$ cat config.mk
export PLATFORM = sky130hd
export DESIGN_NAME = cigar_aligned_length_top_flat
export DESIGN_NICKNAME = d
export VERILOG_FILES = /design/src/rtl/cal_pkg.sv /design/src/rtl/cal_in_if.sv /design/src/rtl/cal_out_if.sv /design/src/rtl/cal_accum.sv /design/src/rtl/cigar_aligned_length_top.sv /design/src/flat_wrapper.sv
export SDC_FILE = /design/constraint.sdc
export NUM_CORES = 1
export LEC_CHECK = 0
export BUFFER_PORTS_ARGS = -buffer_cell sky130_fd_sc_hd__buf_4
export CAP_MARGIN = 20
export CORE_ASPECT_RATIO = 0.7
export CORE_MARGIN = 3
export CORE_UTILIZATION = 44
export CTS_CLUSTER_DIAMETER = 40
export DETAILED_ROUTE_END_ITERATION = 8
export PLACE_DENSITY = 0.73
export REMOVE_ABC_BUFFERS = 1
export SLEW_MARGIN = 15
export SYNTH_ARGS = -nofsm -noshare
export SYNTH_HDL_FRONTEND = slang
export SYNTH_SLANG_ARGS = --single-unit
$ cat constraint.sdc
create_clock -name clk -period 7.4 [get_ports clk]
set_clock_uncertainty 0.2 [all_clocks]
set_input_delay 0.37 -clock clk [delete_from_list [all_inputs] [get_ports clk]]
set_output_delay 0.37 -clock clk [all_outputs]
set_load 0.02 [all_outputs]
$ cat src/rtl/cal_pkg.sv
`default_nettype none

package cal_pkg;

    localparam int CAL_MAX_OPS = 65535;

    localparam int OP_CODE_W  = 4;
    localparam int OP_LEN_W   = 28;
    localparam int READ_LEN_W = 31;
    localparam int SUM_W      = 48;
    localparam int ERR_W      = 2;

    // CIGAR opcodes; 9..15 are undefined
    typedef enum logic [OP_CODE_W-1:0] {
        OP_M  = 4'd0,
        OP_I  = 4'd1,
        OP_D  = 4'd2,
        OP_N  = 4'd3,
        OP_S  = 4'd4,
        OP_H  = 4'd5,
        OP_P  = 4'd6,
        OP_EQ = 4'd7,
        OP_X  = 4'd8
    } cal_op_t;

    typedef enum logic [1:0] {
        KIND_STOP    = 2'd0,
        KIND_CLIP    = 2'd1,
        KIND_SKIP    = 2'd2,
        KIND_UNKNOWN = 2'd3
    } cal_kind_t;

    typedef enum logic [ERR_W-1:0] {
        ERR_OK         = 2'd0,
        ERR_UNKNOWN_OP = 2'd1,
        ERR_TOO_MANY   = 2'd2
    } cal_err_t;

    typedef struct packed {
        logic [OP_CODE_W-1:0]  op_code;
        logic [OP_LEN_W-1:0]   op_length;
        logic [READ_LEN_W-1:0] read_length;
        logic                  last_op;
    } cal_item_t;

    // per-record totals handed from the accumulator to the output stage
    typedef struct packed {
        logic [READ_LEN_W-1:0] read_length;
        logic [SUM_W-1:0]      head_sum;
        logic [SUM_W-1:0]      tail_sum;
        logic [SUM_W-1:0]      net_indel;   // deletions - insertions
        cal_err_t              err;
    } cal_totals_t;

endpackage

`default_nettype wire

$ cat src/rtl/cal_in_if.sv
`default_nettype none

interface cal_in_if import cal_pkg::*; ();
    logic                  valid;
    logic                  ready;
    logic [OP_CODE_W-1:0]  op_code;
    logic [OP_LEN_W-1:0]   op_length;
    logic [READ_LEN_W-1:0] read_length;
    logic                  last_op;

    modport source (output valid, op_code, op_length, read_length, last_op, input ready);
    modport sink   (input valid, op_code, op_length, read_length, last_op, output ready);
endinterface

`default_nettype wire

$ cat src/rtl/cal_out_if.sv
`default_nettype none

interface cal_out_if import cal_pkg::*; ();
    logic                    valid;
    logic                    ready;
    logic signed [SUM_W-1:0] aligned_length;
    logic [SUM_W-1:0]        start_clip;
    logic [SUM_W-1:0]        end_clip;
    logic [ERR_W-1:0]        error_code;

    modport source (output valid, aligned_length, start_clip, end_clip, error_code,
                    input ready);
    modport sink   (input valid, aligned_length, start_clip, end_clip, error_code,
                    output ready);
endinterface

`default_nettype wire

$ cat src/rtl/cal_accum.sv
`default_nettype none

module cal_accum import cal_pkg::*; #(
    parameter int MAX_OPS = CAL_MAX_OPS
) (
    input  wire logic        clk,
    input  wire logic        rst_n,
    input  wire logic        boundary_at_match,
    input  wire logic        item_valid,
    output logic             item_ready,
    input  wire cal_item_t   item,
    output logic             tot_valid,
    input  wire logic        tot_ready,
    output cal_totals_t      tot
);

    // holds 0..MAX_OPS+1 (saturating)
    localparam int IDX_W = $clog2(MAX_OPS + 2);

    logic [IDX_W-1:0] op_index_reg, op_index_next;
    logic             head_done_reg, head_done_next;
    logic [SUM_W-1:0] head_sum_reg, head_sum_next;
    logic             head_error_reg, head_error_next;
    logic [SUM_W-1:0] tail_sum_reg, tail_sum_next;
    logic             tail_error_reg, tail_error_next;
    logic [SUM_W-1:0] net_reg, net_next;
    logic             tot_valid_reg, tot_valid_next;
    cal_totals_t      tot_reg, tot_next;

    cal_kind_t        kind;
    logic             fire;
    logic             too_many;
    logic [SUM_W-1:0] len_ext;

    always_comb
    begin
        unique case (item.op_code) inside
            OP_M, OP_EQ, OP_X: kind = KIND_STOP;
            OP_I:              kind = boundary_at_match ? KIND_CLIP : KIND_STOP;
            OP_D, OP_N:        kind = boundary_at_match ? KIND_SKIP : KIND_STOP;
            OP_S:              kind = KIND_CLIP;
            OP_H, OP_P:        kind = KIND_SKIP;
            default:           kind = KIND_UNKNOWN;
        endcase
    end

    // a last beat needs the totals slot free
    assign item_ready = !item.last_op || !tot_valid_reg || tot_ready;
    assign fire       = item_valid && item_ready;
    assign len_ext    = SUM_W'(item.op_length);
    assign too_many   = op_index_reg >= IDX_W'(MAX_OPS);

    always_comb
    begin
        op_index_next   = op_index_reg;
        head_done_next  = head_done_reg;
        head_sum_next   = head_sum_reg;
        head_error_next = head_error_reg;
        tail_sum_next   = tail_sum_reg;
        tail_error_next = tail_error_reg;
        net_next        = net_reg;
        tot_valid_next  = tot_valid_reg && !tot_ready;
        tot_next        = tot_reg;

        if (fire)
        begin
            if (item.op_code == OP_I)
                net_next = net_reg - len_ext;
            else if (item.op_code == OP_D)
                net_next = net_reg + len_ext;

            if (!head_done_reg)
            begin
                if (kind == KIND_STOP)
                    head_done_next = 1'b1;
                else if (kind == KIND_CLIP)
                    head_sum_next = head_sum_reg + len_ext;
                else if (kind == KIND_UNKNOWN)
                    head_error_next = 1'b1;
            end

            // trailing region restarts at every stop; first op never trails
            if (kind == KIND_STOP)
            begin
                tail_sum_next   = '0;
                tail_error_next = 1'b0;
            end
            else if (op_index_reg != '0)
            begin
                if (kind == KIND_CLIP)
                    tail_sum_next = tail_sum_reg + len_ext;
                else if (kind == KIND_UNKNOWN)
                    tail_error_next = 1'b1;
            end

            if (op_index_reg <= IDX_W'(MAX_OPS))
                op_index_next = op_index_reg + 1'b1;

            if (item.last_op)
            begin
                tot_valid_next       = 1'b1;
                tot_next.read_length = item.read_length;
                tot_next.head_sum    = head_sum_next;
                tot_next.tail_sum    = tail_sum_next;
                tot_next.net_indel   = net_next;
                if (too_many)
                    tot_next.err = ERR_TOO_MANY;
                else if (head_error_next || tail_error_next)
                    tot_next.err = ERR_UNKNOWN_OP;
                else
                    tot_next.err = ERR_OK;

                op_index_next   = '0;
                head_done_next  = 1'b0;
                head_sum_next   = '0;
                head_error_next = 1'b0;
                tail_sum_next   = '0;
                tail_error_next = 1'b0;
                net_next        = '0;
            end
        end
    end

    always_ff @(posedge clk or negedge rst_n)
    begin
        if (!rst_n)
        begin
            op_index_reg   <= '0;
            head_done_reg  <= 1'b0;
            head_sum_reg   <= '0;
            head_error_reg <= 1'b0;
            tail_sum_reg   <= '0;
            tail_error_reg <= 1'b0;
            net_reg        <= '0;
            tot_valid_reg  <= 1'b0;
        end
        else
        begin
            op_index_reg   <= op_index_next;
            head_done_reg  <= head_done_next;
            head_sum_reg   <= head_sum_next;
            head_error_reg <= head_error_next;
            tail_sum_reg   <= tail_sum_next;
            tail_error_reg <= tail_error_next;
            net_reg        <= net_next;
            tot_valid_reg  <= tot_valid_next;
        end
    end

    always_ff @(posedge clk)
    begin
        tot_reg <= tot_next;
    end

    assign tot_valid = tot_valid_reg;
    assign tot       = tot_reg;

    a_clear_after_last: assert property (@(posedge clk) disable iff (!rst_n)
        (fire && item.last_op) |=> (op_index_reg == '0 && !head_done_reg
                                    && head_sum_reg == '0 && net_reg == '0))
        else $error("record state not cleared after last beat");

    a_index_bound: assert property (@(posedge clk) disable iff (!rst_n)
        op_index_reg <= IDX_W'(MAX_OPS + 1))
        else $error("op index past saturation");

    a_err_code: assert property (@(posedge clk) disable iff (!rst_n)
        tot_valid_reg |-> (tot_reg.err == ERR_OK || tot_reg.err == ERR_UNKNOWN_OP
                           || tot_reg.err == ERR_TOO_MANY))
        else $error("bad error code in totals");

endmodule

`default_nettype wire

$ cat src/rtl/cigar_aligned_length_top.sv
`default_nettype none

// CIGAR aligned-length unit. Feed the CIGAR operations of one alignment
// record on op_in, one beat per operation, with last_op set on the final
// one; read_length is only looked at on that last beat. Each record gives
// one beat on len_out: aligned_length = read_length - start_clip - end_clip
// + deletions - insertions (48-bit two's complement, all sums wrap mod
// 2^48), the leading and trailing clip, and error_code (1: unknown opcode
// in a clip region, 2: more than MAX_OPS operations; 2 wins). Non-last
// beats produce nothing. boundary_at_match (reset 1) makes boundary I count
// as clip and boundary D/N be skipped; with it clear, I/D/N end the clip
// scan. Note that in boundary mode a boundary insertion is subtracted
// twice, once as clip and once as insertion. Write the register only
// while no record is in flight. Throughput is one operation per cycle,
// back to back, with full backpressure support. The last beat's result
// passes through the input register, the accumulator/totals register,
// then the final four-operand sum into the output register.
module cigar_aligned_length_top import cal_pkg::*; #(
    parameter int MAX_OPS = CAL_MAX_OPS
) (
    input  wire logic  clk,
    input  wire logic  rst_n,
    input  wire logic  cfg_wr_en,
    input  wire logic  cfg_wr_data,
    cal_in_if.sink     op_in,
    cal_out_if.source  len_out
);

    // config register
    logic boundary_reg;

    always_ff @(posedge clk or negedge rst_n)
    begin
        if (!rst_n)
            boundary_reg <= 1'b1;
        else if (cfg_wr_en)
            boundary_reg <= cfg_wr_data;
    end

    // stage 1: input register
    logic      in_valid_reg, in_valid_next;
    cal_item_t item_reg;
    logic      acc_ready;
    logic      in_fire;

    assign op_in.ready = !in_valid_reg || acc_ready;
    assign in_fire     = op_in.valid && op_in.ready;

    always_comb
    begin
        if (in_fire)
            in_valid_next = 1'b1;
        else if (acc_ready)
            in_valid_next = 1'b0;
        else
            in_valid_next = in_valid_reg;
    end

    always_ff @(posedge clk or negedge rst_n)
    begin
        if (!rst_n)
            in_valid_reg <= 1'b0;
        else
            in_valid_reg <= in_valid_next;
    end

    always_ff @(posedge clk)
    begin
        if (in_fire)
        begin
            item_reg.op_code     <= op_in.op_code;
            item_reg.op_length   <= op_in.op_length;
            item_reg.read_length <= op_in.read_length;
            item_reg.last_op     <= op_in.last_op;
        end
    end

    // stage 2: per-record accumulation, totals register
    logic        tot_valid;
    logic        tot_ready;
    cal_totals_t tot;

    cal_accum #(
        .MAX_OPS (MAX_OPS)
    ) u_accum (
        .clk               (clk),
        .rst_n             (rst_n),
        .boundary_at_match (boundary_reg),
        .item_valid        (in_valid_reg),
        .item_ready        (acc_ready),
        .item              (item_reg),
        .tot_valid         (tot_valid),
        .tot_ready         (tot_ready),
        .tot               (tot)
    );

    // stage 3: final sum into output register
    logic             out_valid_reg, out_valid_next;
    logic [SUM_W-1:0] aligned_reg, aligned_next;
    logic [SUM_W-1:0] start_clip_reg;
    logic [SUM_W-1:0] end_clip_reg;
    cal_err_t         err_reg;
    logic             tot_fire;

    assign tot_ready = !out_valid_reg || len_out.ready;
    assign tot_fire  = tot_valid && tot_ready;

    assign aligned_next = SUM_W'(tot.read_length) - tot.head_sum - tot.tail_sum
                        + tot.net_indel;

    always_comb
    begin
        if (tot_fire)
            out_valid_next = 1'b1;
        else if (len_out.ready)
            out_valid_next = 1'b0;
        else
            out_valid_next = out_valid_reg;
    end

    always_ff @(posedge clk or negedge rst_n)
    begin
        if (!rst_n)
            out_valid_reg <= 1'b0;
        else
            out_valid_reg <= out_valid_next;
    end

    always_ff @(posedge clk)
    begin
        if (tot_fire)
        begin
            aligned_reg    <= aligned_next;
            start_clip_reg <= tot.head_sum;
            end_clip_reg   <= tot.tail_sum;
            err_reg        <= tot.err;
        end
    end

    assign len_out.valid          = out_valid_reg;
    assign len_out.aligned_length = $signed(aligned_reg);
    assign len_out.start_clip     = start_clip_reg;
    assign len_out.end_clip       = end_clip_reg;
    assign len_out.error_code     = err_reg;

    // a held input beat must not be dropped while the accumulator stalls
    a_in_hold: assert property (@(posedge clk) disable iff (!rst_n)
        (in_valid_reg && !acc_ready) |=> in_valid_reg)
        else $error("input stage lost a stalled beat");

    // a stalled result must not be overwritten by new totals
    a_out_hold: assert property (@(posedge clk) disable iff (!rst_n)
        (out_valid_reg && !len_out.ready) |-> !tot_fire)
        else $error("output register overwritten while stalled");

    // a stalled result keeps its payload
    a_out_stable: assert property (@(posedge clk) disable iff (!rst_n)
        (out_valid_reg && !len_out.ready) |=> (out_valid_reg && $stable(aligned_reg)
                                               && $stable(err_reg)))
        else $error("stalled result changed");

endmodule

`default_nettype wire
$ cat src/flat_wrapper.sv
// flat-port wrapper written by rule: the top's interface ports become plain ports
module cigar_aligned_length_top_flat import cal_pkg::*;
#(
    parameter int MAX_OPS = CAL_MAX_OPS
)
  (clk, rst_n, cfg_wr_en, cfg_wr_data, op_in_valid, op_in_op_code, op_in_op_length, op_in_read_length, op_in_last_op, op_in_ready, len_out_valid, len_out_aligned_length, len_out_start_clip, len_out_end_clip, len_out_error_code, len_out_ready);
  cal_in_if op_in_i ();
  cal_out_if len_out_i ();
  input  wire logic clk;
  input  wire logic rst_n;
  input  wire logic cfg_wr_en;
  input  wire logic cfg_wr_data;
  input wire logic [$bits(op_in_i.valid)-1:0] op_in_valid;
  input wire logic [$bits(op_in_i.op_code)-1:0] op_in_op_code;
  input wire logic [$bits(op_in_i.op_length)-1:0] op_in_op_length;
  input wire logic [$bits(op_in_i.read_length)-1:0] op_in_read_length;
  input wire logic [$bits(op_in_i.last_op)-1:0] op_in_last_op;
  output wire logic [$bits(op_in_i.ready)-1:0] op_in_ready;
  output wire logic [$bits(len_out_i.valid)-1:0] len_out_valid;
  output wire logic [$bits(len_out_i.aligned_length)-1:0] len_out_aligned_length;
  output wire logic [$bits(len_out_i.start_clip)-1:0] len_out_start_clip;
  output wire logic [$bits(len_out_i.end_clip)-1:0] len_out_end_clip;
  output wire logic [$bits(len_out_i.error_code)-1:0] len_out_error_code;
  input wire logic [$bits(len_out_i.ready)-1:0] len_out_ready;
  assign op_in_i.valid = op_in_valid;
  assign op_in_i.op_code = op_in_op_code;
  assign op_in_i.op_length = op_in_op_length;
  assign op_in_i.read_length = op_in_read_length;
  assign op_in_i.last_op = op_in_last_op;
  assign op_in_ready = op_in_i.ready;
  assign len_out_valid = len_out_i.valid;
  assign len_out_aligned_length = len_out_i.aligned_length;
  assign len_out_start_clip = len_out_i.start_clip;
  assign len_out_end_clip = len_out_i.end_clip;
  assign len_out_error_code = len_out_i.error_code;
  assign len_out_i.ready = len_out_ready;
  cigar_aligned_length_top #(.MAX_OPS(MAX_OPS)) u_core (.clk(clk), .rst_n(rst_n), .cfg_wr_en(cfg_wr_en), .cfg_wr_data(cfg_wr_data), .op_in(op_in_i), .len_out(len_out_i));
endmodule
==> results.toml <==
[cts]
cts_inserted_buffers = 75
clkLatencyLatePin_ns = 0.65
ctsResizeCount = 0
hold_buffers = 69
htree_num_levels = 3
ctsRootBufferMaster = "clkbuf_16"
cts_buffer_depth = 3
clk_pin_slew_ns = 0.06
post_cts_buffers = 0
cts.sinks = 555
cts_tree = "yes"

[cells_and_area]
num_antenna_cells = 0
fin_nets = 3627
areaGrowthSynthToFinish_pct = 17.81
drive_above_1_share = 0.1252
final_area_sq_um = 38210
largest_reg_flops = 177

[global_routing]
overflow = 0
grt_max_degree = 140
grt_pass1_wl_um = 140700
grt_usage = 0.2363
antenna_found_initial = 2
grt_pass1_vias = 23623

[setup_path]
worstPathCellList = "fa_1, inv_1, fa_1, inv_1, ha_1, inv_1, fa_1, nor2b_1, o31a_1, o211ai_1, o211a_1, o31ai_1, a31oi_2, o21ai_1, a221o_1, a21oi_1, xnor2_1"
path_class = "reg -> reg"
path_max_fanout = 4
cpPeakStageDelay_ns = 0.54
cp.depth = 17
r2r_slack_ns = 2.32
reg2regPathDepth = 17
worstSetupStartpointType = "flip-flop"
crit_required_ns = 7.56
worst-path-buf-inv = 3
cp_top_family = "compound AO/OA/AOI/OAI gates"
endpoint_kind = "flip-flop"
critPathArrivalTime_ns = 5.24
worst_path_max_delay_cell = "fa_1"

[power]
netSwitchingFraction = 0.3148
p_sw_w = 0.003071
p_comb_frac = 0.232
clock_power_share = 0.372
power_frac_seq = 0.396
power.density_nw_per_um2 = 255.4
vdd_ir_drop_max_mv = 0.1798
intPower_w = 0.006685
leakage_nw = 16.44

[sta]
rsz0062_at_grt = "no"
setup_viol = 0
fin_crit_sh = 0.6862
hold_viol = 0
min_period_ns = 5.078
whs_ns = 0.07907
fmax_ghz = 0.1969
tightest_slew_ns = 1.068
slew_violations = 0
finalSetupTns_ns = 0
slew_headroom = 0.2882

[placed_design]
placed_area_sq_um = 35000
port_buffers = 217
routabilityCongestion = 0.9263
dp_hpwl_um = 65980

[synthesis]
synthArstFlopShare = 0.3027
synthesis.area_sq_um = 32430
synth-seq-cells = 555
yosysSeqAreaShare = 0.4880
ys_types = 98
synth.avg_cell_area_sq_um = 10.66
ys.flop_type = "edfxtp_1"
yosysWarnings = 0
synth_edf_count = 387
synth_cells = 3043

[route]
vias_per_cell = 5.821
vias = 25154
drt_iter0_drc = 3070
final_antenna_net_count = 0
firstDrtPassIters = 6
wl_um = 92120
route.detailed.drc = 0
wl_per_cell_um = 21.32

[worst_hold_path]
hold_class = "in -> async"

[floorplan]
rows = 82
ios = 218
die_x_um = 330.5
die_area_sq_um = 77060
chipHeight_um = 233.2
start_util = 0.4490
coreArea_sq_um = 72230

[run_status]
status = "finished, final reports clean"

[flow_run]
max-cap-violations = 0
-- final timing paths --
kind                                       start                                 to
max                        u_core.u_accum.tot[2]  u_core.len_out.aligned_length[40]
min                                        rst_n    u_core.u_accum.head_sum_reg[35]
max reg2reg                u_core.u_accum.tot[2]  u_core.len_out.aligned_length[40]
min reg2reg                  u_core.item_reg[29]            u_core.u_accum.tot[174]
max in group asynchronous                  rst_n          u_core.u_accum.net_reg[2]
min in group clk             u_core.item_reg[29]            u_core.u_accum.tot[174]
-- worst register-to-register path, cell delays in order (launching register included) --
cell      delay (ns)
edfxtp_1        0.40
fa_1            0.54
inv_1           0.05
fa_1            0.44
inv_1           0.07
ha_1            0.22
inv_1           0.08
fa_1            0.48
nor2b_1         0.18
o31a_1          0.27
o211ai_1        0.23
o211a_1         0.32
o31ai_1         0.42
a31oi_2         0.20
o21ai_1         0.29
a221o_1         0.21
a21oi_1         0.08
xnor2_1         0.14
-- per-layer routing --
layer	vias up	track usage	share of wire
met5	-	0	0
met4	0	0.06525	0.027
met3	152	0.06337	0.11
met2	1196	0.3236	0.40
met1	12163	0.3639	0.46
li1	11643	-	-
-- synth_stat cells, types with 27 or more instances --
master / number / share of area
edfxtp_1: 387 / 0.36
inv_1: 263 / 0.030
nand2_1: 224 / 0.026
a21oi_1: 210 / 0.032
nor2_1: 194 / 0.022
ha_1: 179 / 0.069
dfrtp_1: 167 / 0.13
o21ai_0: 163 / 0.025
clkbuf_1: 110 / 0.013
fa_1: 82 / 0.051
xnor2_1: 81 / 0.022
a21o_1: 77 / 0.018
xor2_1: 77 / 0.021
nand3_1: 70 / 0.011
a22o_1: 67 / 0.018
nor3_1: 55 / 0.0085
and3_1: 43 / 0.0083
a31oi_1: 38 / 0.0073
nand2b_1: 33 / 0.0064
nand4_1: 33 / 0.0064
nor2b_1: 29 / 0.0056
o21bai_1: 28 / 0.0065
o31ai_1: 27 / 0.0062
or3_1: 27 / 0.0052
-- per-stage QoR --
stage	cells	util	total power (W)	worst slack, ns
after floorplan	2909	-	0.005363	-0.5665
after global placement	4116	0.4846	0.006064	2.484
after detailed placement	4116	0.4846	0.006095	2.405
after CTS	4321	0.5290	0.009770	2.354
after global routing	4321	0.5290	0.01018	2.067
final	4321	0.5290	0.009757	2.322
-- cells by family (layout without fill, tap and decap cells) --
family / after synthesis / in the layout / share of synthesized area
muxes: 8 / 8 / 0.002546
buffers and inverters: 398 / 710 / 0.04672
adders and majority gates: 261 / 261 / 0.1197
DFF: 555 / 555 / 0.4880
and+or+nand+nor: 805 / 805 / 0.1213
xor gates and xnor gates: 158 / 158 / 0.04267
AOI/OAI and AO/OA: 858 / 858 / 0.1791
-- final cells by class --
type                       count  area, sq um
clock inverter                52        586.8
clock buffer                  84         1931
tap                          966         1209
multi-input combinational   2090        15140
fill                        6197        34020
inverter                     264        998.5
timing repair buffer         310         2516
sequential                   555        15830
-- power groups by stage --
stage / Clock (W) / Combinational, W / Sequential, W
2_1_floorplan: 0 / 0.00137 / 0.00399
3_3_place_gp: 0 / 0.00215 / 0.00391
3_5_place_dp: 0 / 0.00218 / 0.00392
4_1_cts: 0.00368 / 0.00223 / 0.00386
5_1_grt: 0.00381 / 0.00248 / 0.00389
6_report: 0.00363 / 0.00226 / 0.00386
-- layout by cell type, fill, tap and decap left out, drive strengths merged, types with 67 or more instances in the layout --
| cell type | n |
|---|---|
| a21oi | 211 |
| nand3 | 71 |
| xnor2 | 81 |
| nand2 | 225 |
| dfrtp | 167 |
| xor2 | 77 |
| o21ai | 176 |
| ha | 179 |
| dlygate4sd3 | 69 |
| nor2 | 197 |
| a22o | 67 |
| buf | 241 |
| a21o | 77 |
| inv | 280 |
| clkbuf | 84 |
| fa | 82 |
| edfxtp | 387 |
Power figures use the tool's default switching activity.
